--- config.mk ---
export PLATFORM = sky130hd
export DESIGN_NAME = indexed_insert_list
export DESIGN_NICKNAME = d
export VERILOG_FILES = /design/src/hdl/iil_pkg.sv /design/src/hdl/indexed_insert_list.sv /design/src/hdl/iil_cell.sv
export SDC_FILE = /design/constraint.sdc
export NUM_CORES = 1
export LEC_CHECK = 0
export ABC_AREA = 1
export ABC_CLOCK_PERIOD_IN_PS = 3200
export BUFFER_PORTS_ARGS = -buffer_cell sky130_fd_sc_hd__buf_2
export CAP_MARGIN = 20
export CORE_MARGIN = 1
export CORE_UTILIZATION = 55
export DETAILED_ROUTE_END_ITERATION = 8
export GPL_TIMING_DRIVEN = 0
export HOLD_SLACK_MARGIN = 0.12
export PLACE_DENSITY = 0.82
export SYNTH_ARGS = -nofsm -noshare
export SYNTH_HDL_FRONTEND = slang
export SYNTH_HIERARCHICAL = 1
export SYNTH_SLANG_ARGS = --single-unit
--- constraint.sdc ---
create_clock -name clk -period 3.2 [get_ports clk]
set_input_delay 0.16 -clock clk [delete_from_list [all_inputs] [get_ports clk]]
set_output_delay 0.16 -clock clk [all_outputs]
set_load 0.02 [all_outputs]
--- src/hdl/iil_pkg.sv ---
package iil_pkg;

  // Fixed field widths of the channels
  localparam int CMD_W = 2;
  localparam int POS_W = 5;
  localparam int VAL_W = 32;
  localparam int LEN_W = 5;

  // Operation codes
  typedef enum logic [CMD_W-1:0] {
    CMD_APPEND = 2'd0,
    CMD_INSERT = 2'd1,
    CMD_READ   = 2'd2
  } iil_cmd_t;

  // Per-cell control: load the new value, or take the left neighbor's data
  typedef struct packed {
    logic load;
    logic shift;
  } iil_cell_ctrl_t;

endpackage

--- src/hdl/indexed_insert_list.sv ---
// Channel | Handshake            | Payload
// in      | in_valid / in_ready  | in_cmd, in_position, in_value
// out     | out_valid / out_ready| out_ok, out_read_value, out_length
//
// The whole row of cells shifts in parallel on an insert, so a new item is
// taken each cycle while the output register is empty or being drained.
// Results appear in the cycle after the input transfer. Reset clears the
// entry count and the output valid; cell contents stay undefined until
// written. A stalled output holds its result and blocks input.
module indexed_insert_list import iil_pkg::*; #(
  parameter int MAX_ENTRIES = 16,
  parameter int DATA_WIDTH  = 32
) (
  input  logic                    clk,
  input  logic                    rst_n,
  input  logic                    in_valid,
  output logic                    in_ready,
  input  logic [CMD_W-1:0]        in_cmd,
  input  logic [POS_W-1:0]        in_position,
  input  logic signed [VAL_W-1:0] in_value,
  output logic                    out_valid,
  input  logic                    out_ready,
  output logic                    out_ok,
  output logic signed [VAL_W-1:0] out_read_value,
  output logic [LEN_W-1:0]        out_length
);

  localparam int CNT_W = $clog2(MAX_ENTRIES + 1);
  localparam int IDX_W = $clog2(MAX_ENTRIES);
  localparam int CMP_W = (CNT_W > POS_W) ? CNT_W : POS_W;

  logic [CNT_W-1:0]      count_r, count_nxt;
  logic                  out_valid_r;
  logic                  out_ok_r, out_ok_nxt;
  logic [VAL_W-1:0]      out_rd_r, out_rd_nxt;
  logic [LEN_W-1:0]      out_len_r;

  logic                  take;
  logic                  full;
  logic [CMP_W-1:0]      pos_x, cnt_x, tgt_x;
  logic                  wr_en, ins_en;
  logic [DATA_WIDTH-1:0] new_data;
  logic [DATA_WIDTH-1:0] rd_data;
  logic [63:0]           rd_wide;
  iil_cmd_t              cmd;

  logic [DATA_WIDTH-1:0] cell_q [MAX_ENTRIES];
  iil_cell_ctrl_t        cell_ctrl [MAX_ENTRIES];

  assign in_ready = !out_valid_r || out_ready;
  assign take     = in_valid && in_ready;
  assign full     = (count_r == CNT_W'(MAX_ENTRIES));
  assign pos_x    = CMP_W'(in_position);
  assign cnt_x    = CMP_W'(count_r);
  assign new_data = DATA_WIDTH'($unsigned(in_value));
  assign cmd      = iil_cmd_t'(in_cmd);

  // Read port over the cells; only used when position is below the count
  assign rd_data = cell_q[pos_x[IDX_W-1:0]];
  assign rd_wide = 64'(rd_data);

  // Decode the operation and its bounds checks
  always_comb begin
    wr_en      = 1'b0;
    ins_en     = 1'b0;
    tgt_x      = cnt_x;
    out_ok_nxt = 1'b0;
    out_rd_nxt = '0;
    count_nxt  = count_r;
    unique case (cmd)
      CMD_APPEND: begin
        if (!full) begin
          wr_en      = 1'b1;
          out_ok_nxt = 1'b1;
          count_nxt  = count_r + CNT_W'(1);
        end
      end
      CMD_INSERT: begin
        tgt_x = pos_x;
        if (pos_x <= cnt_x && !full) begin
          wr_en      = 1'b1;
          ins_en     = 1'b1;
          out_ok_nxt = 1'b1;
          count_nxt  = count_r + CNT_W'(1);
        end
      end
      CMD_READ: begin
        if (pos_x < cnt_x) begin
          out_ok_nxt = 1'b1;
          out_rd_nxt = rd_wide[VAL_W-1:0];
        end
      end
      default: begin
        out_ok_nxt = 1'b0;
      end
    endcase
  end

  // Row of cells; each cell above the insert position takes its left neighbor's entry on an insert
  for (genvar i = 0; i < MAX_ENTRIES; i++) begin : g_cell
    logic [DATA_WIDTH-1:0] left_data;

    if (i == 0) begin : g_head
      assign left_data = '0;
    end else begin : g_body
      assign left_data = cell_q[i-1];
    end

    assign cell_ctrl[i].load  = take && wr_en && (CMP_W'(i) == tgt_x);
    assign cell_ctrl[i].shift = take && ins_en && (CMP_W'(i) > tgt_x);

    iil_cell #(
      .DATA_WIDTH(DATA_WIDTH)
    ) u_cell (
      .clk       (clk),
      .ctrl      (cell_ctrl[i]),
      .load_data (new_data),
      .shift_data(left_data),
      .data      (cell_q[i])
    );
  end

  // Count and output valid
  always_ff @(posedge clk) begin
    if (!rst_n) begin
      count_r     <= '0;
      out_valid_r <= 1'b0;
    end else begin
      if (take) begin
        count_r <= count_nxt;
      end
      if (take) begin
        out_valid_r <= 1'b1;
      end else if (out_ready) begin
        out_valid_r <= 1'b0;
      end
    end
  end

  // Result payload
  always_ff @(posedge clk) begin
    if (take) begin
      out_ok_r  <= out_ok_nxt;
      out_rd_r  <= out_rd_nxt;
      out_len_r <= LEN_W'(count_nxt);
    end
  end

  assign out_valid      = out_valid_r;
  assign out_ok         = out_ok_r;
  assign out_read_value = $signed(out_rd_r);
  assign out_length     = out_len_r;

endmodule

--- src/hdl/iil_cell.sv ---
module iil_cell import iil_pkg::*; #(
  parameter int DATA_WIDTH = 32
) (
  input  logic                  clk,
  input  iil_cell_ctrl_t        ctrl,
  input  logic [DATA_WIDTH-1:0] load_data,
  input  logic [DATA_WIDTH-1:0] shift_data,
  output logic [DATA_WIDTH-1:0] data
);

  logic [DATA_WIDTH-1:0] data_r;

  // Entry storage: a new value wins over a shift from the left neighbor
  always_ff @(posedge clk) begin
    priority if (ctrl.load) begin
      data_r <= load_data;
    end else if (ctrl.shift) begin
      data_r <= shift_data;
    end else begin
      data_r <= data_r;
    end
  end

  assign data = data_r;

endmodule

==> results.yml <==
critical_path:
  cp_data_arrival_time_ps: 3420
  setup.worst_path.class: "reg -> reg"
  crit_family: "simple AND/OR/NAND/NOR gates"
  number_of_buffer_and_inverter_stages_on_the_critical_path: 2
  regToRegSetupSlack_ps: 50
  cp_data_required_time_ps: 3470
  crit_chain: "nand2_1 -> nand2_1 -> clkinvlp_4 -> buf_4 -> nand4_4 -> a21oi_1 -> or2_2"
  sort_of_element_at_the_end_of_the_critical_path: "flip-flop"
  critical_path.slowest_cell: "sky130_fd_sc_hd__a21oi_1"
  cpMostUsedCell: "sky130_fd_sc_hd__nand2_1"
  max_stage_delay_ps: 620
  worstPathMaxFanout: 16
  critical_path_launch_point_type: "flip-flop"
synthesis:
  synth-main-ff-cell: "sky130_fd_sc_hd__edfxtp_1"
  ys_async_sr_fraction_pct: 0
  synthDistinctLibCells: 44
  synthesis.area_per_instance_um2: 8.691
  synth.yosys.warnings: 6
  ys_seq_elements: 556
  synthCells: 3375
  mappedNetlistArea_um2: 29330
  synth_area_leader_cell: "sky130_fd_sc_hd__edfxtp_1"
  synth_seq_area_share_pct: 56.72
  most_numerous_cell_types_in_the_synthesized_netlist: "sky130_fd_sc_hd__nand2_1, sky130_fd_sc_hd__edfxtp_1, sky130_fd_sc_hd__nor2_1"
  synth_area_leaders: "sky130_fd_sc_hd__edfxtp_1, sky130_fd_sc_hd__nand2_1, sky130_fd_sc_hd__o21ai_0"
  synthDominantCellAreaShare_pct: 56.31
  synth_edf_count: 550
  yosysMostFrequentCell: "sky130_fd_sc_hd__nand2_1"
route:
  detail_route.wl_per_cell_um: 19.33
  detail-route-antenna-nets: 0
  final_wirelength_um: 83730
  post-route-drc-count: 0
  via_per_inst: 5.604
  drt-pass1-iter-count: 7
  drt-initial-drc-count: 3476
  dr_total_vias: 24270
timing:
  count_of_endpoints_failing_hold_in_the_final_timing_report: 0
  setup_violations: 0
  final_max_slew_viol_count: 0
  max_slew_margin_pct: 25.05
  fmaxAchievable_ghz: 0.3175
  worst-slew-pin-transition_ps: 1124
  min_period_ps: 3150
  skew_ps: 18.28
  finalCritPeriodShare_pct: 98.43
placed_design:
  port_buffers: 82
  place.gp.congestion: 0.9258
  placed_cell_area_um2: 30730
  place.detailed.hpwl_um: 61310
final_layout:
  finalInstanceArea_um2: 33020
  drive_above_1_share_pct: 11.37
  finish.net_count: 3645
  syn2layout_area_growth_pct: 12.59
global_routing:
  first_pass_grt_wire_length_um: 124000
  top_usage_layer: "met2"
  globalRouteMet1Util_pct: 38.74
  gr-usage-met3_pct: 4.473
  global_route.overflow_total: 0
  grt_start_max_net_pins: 33
  number_of_global_route_vias_before_repair: 22440
  number_of_antenna_violations_at_the_first_check_in_global_routing: 1
  gr-usage-met2_pct: 50.96
  grt_use_total_pct: 30.34
clocking:
  tritoncts.num_buffers: 58
  insertion_delay_ps: 630
  clock_slew_at_reported_path_ffs_ps: 60
  cts_max_level: 2
  tritoncts: "built"
  clk_path_buf_depth: 3
  cts.sink_count: 556
  clockRootBuffer: "sky130_fd_sc_hd__clkbuf_16"
die:
  chipWidth_um: 232.9
  floorplan.initialDensity_pct: 55.71
  die_height_um: 232.9
  die_area_um2: 54260
  core.rowCount: 84
  floorplan.io_pins: 83
  design.core.area_um2: 52660
run:
  max_cap_violation_count: 0
power:
  static_leakage_nw: 13.79
  total_power_mw: 16.38
  worst_ir_drop_vdd_uv: 512.1
  power_density_nw_per_um2: 496.1
status:
  run_status: "finished clean"
worst_hold_path:
  hold_path_class: "in -> reg"
[metrics by stage]
| stage | util (%) | hold slack [ps] | setup TNS, ps | instances | setup slack, ps |
|---|---|---|---|---|---|
| after CTS | 62.54 | 295.5 | 0 | 4323 | 21.74 |
| after global placement | 58.35 | 435.3 | -223740 | 4177 | -551.0 |
| after global routing | 62.71 | 336.5 | -8.101 | 4330 | -3.471 |
| final | 62.72 | 337.9 | 0 | 4331 | 50.21 |
| after floorplan | - | 298.4 | 0 | 3407 | 101.8 |
| after detailed placement | 58.35 | 440.3 | -228880 | 4177 | -551.3 |
[per-layer routing]
layer	vias up	share of wire [%]
li1	11597	-
met1	10990	36
met2	1473	47
met3	210	12
met4	0	5.0
met5	-	0
[cell type report]
| class | instances | area, um^2 |
|---|---|---|
| flip-flops and latches | 556 | 16640 |
| clock buffers | 75 | 1536 |
| repair buffers | 120 | 793.3 |
| well taps | 688 | 860.8 |
| fillers | 4211 | 19630 |
| clock inverters | 32 | 275.3 |
| repair inverters | 2 | 10.01 |
| multi-input cells | 2582 | 11050 |
| diodes | 1 | 2.502 |
| inverters | 53 | 247.7 |
| plain buffers | 222 | 1617 |
[final timing paths]
path,startpoint,endpoint,cells after the start
worst max-delay path,out_valid$_SDFFE_PN0P_,g_cell[15].u_cell/data[30]$_DFFE_PP_,7
worst min register to register,out_valid$_SDFFE_PN0P_,out_valid$_SDFFE_PN0P_,2
worst min-delay path,in_valid,out_valid$_SDFFE_PN0P_,3
worst max register to register,out_valid$_SDFFE_PN0P_,g_cell[15].u_cell/data[30]$_DFFE_PP_,7
[worst reg2reg max path, delay by kind of cell (launching register included)]
family / cells / cell delay [ps]
buffers and inverters: 2 / 590
AOI/OAI and AO/OA: 1 / 630
DFF: 1 / 300
and+or+nand+nor: 4 / 1290
[flip-flops by register name (all words and copies together), names as in the netlist]
signal / count
out_ok: 1
g_cell.u_cell/data: 512
out_length: 5
cnt_x: 5
out_read_value: 32
out_valid: 1
[cells in the final DEF, fill, tap and decap left out, drive strengths merged]
cell type    Yosys  final
nor3             9      9
dfxtp            6      6
bufinv           0      4
a22oi            1      1
nand2         1667   1667
o21ai          301    301
ha               7      7
inv             53     52
diode            0      1
clkbuf          62    137
o21a             1      1
nor2           341    341
o211ai          32     32
and2             1      1
conb             1     33
clkinvlp         0      6
a211oi          32     32
nand4            5      5
clkinv           0     25
xor2             4      4
buf            160    244
nand3           14     14
o22ai           96     96
a21oi           12     12
dlygate4sd3      0     36
edfxtp         550    550
nor4             4      4
or2             16     22
[cells by family (layout without fill, tap and decap cells)]
logic type,count (synthesis),in the layout,share of synthesized area (%)
flip-flops,556,556,56.72
buffers and inverters,275,504,6.343
AO/OA/AOI/OAI,475,475,9.453
XOR/XNOR,4,4,0.1194
adder cells (fa/ha/maj),7,7,0.2986
other,1,34,0.01278
AND/OR/NAND/NOR,2057,2063,27.06
[where the power goes]
part	switching, mW	internal, mW
clock	2.84	3.70
combinational	1.15	0.432
sequential	0.0857	8.19
total	4.07	12.3
[what timing repair did]
action | 4_1_cts | 5_1_grt
endpoints found under the setup margin | 521 | 512
pin swaps | 0 | 3
gates resized for setup | 5 | 16
endpoints found under the hold margin | 520 | 0
hold buffers | 36 | 0
cloned | 2 | 6
setup buffers | 1 | 0
No activity file was read; power rests on OpenSTA's default activity.
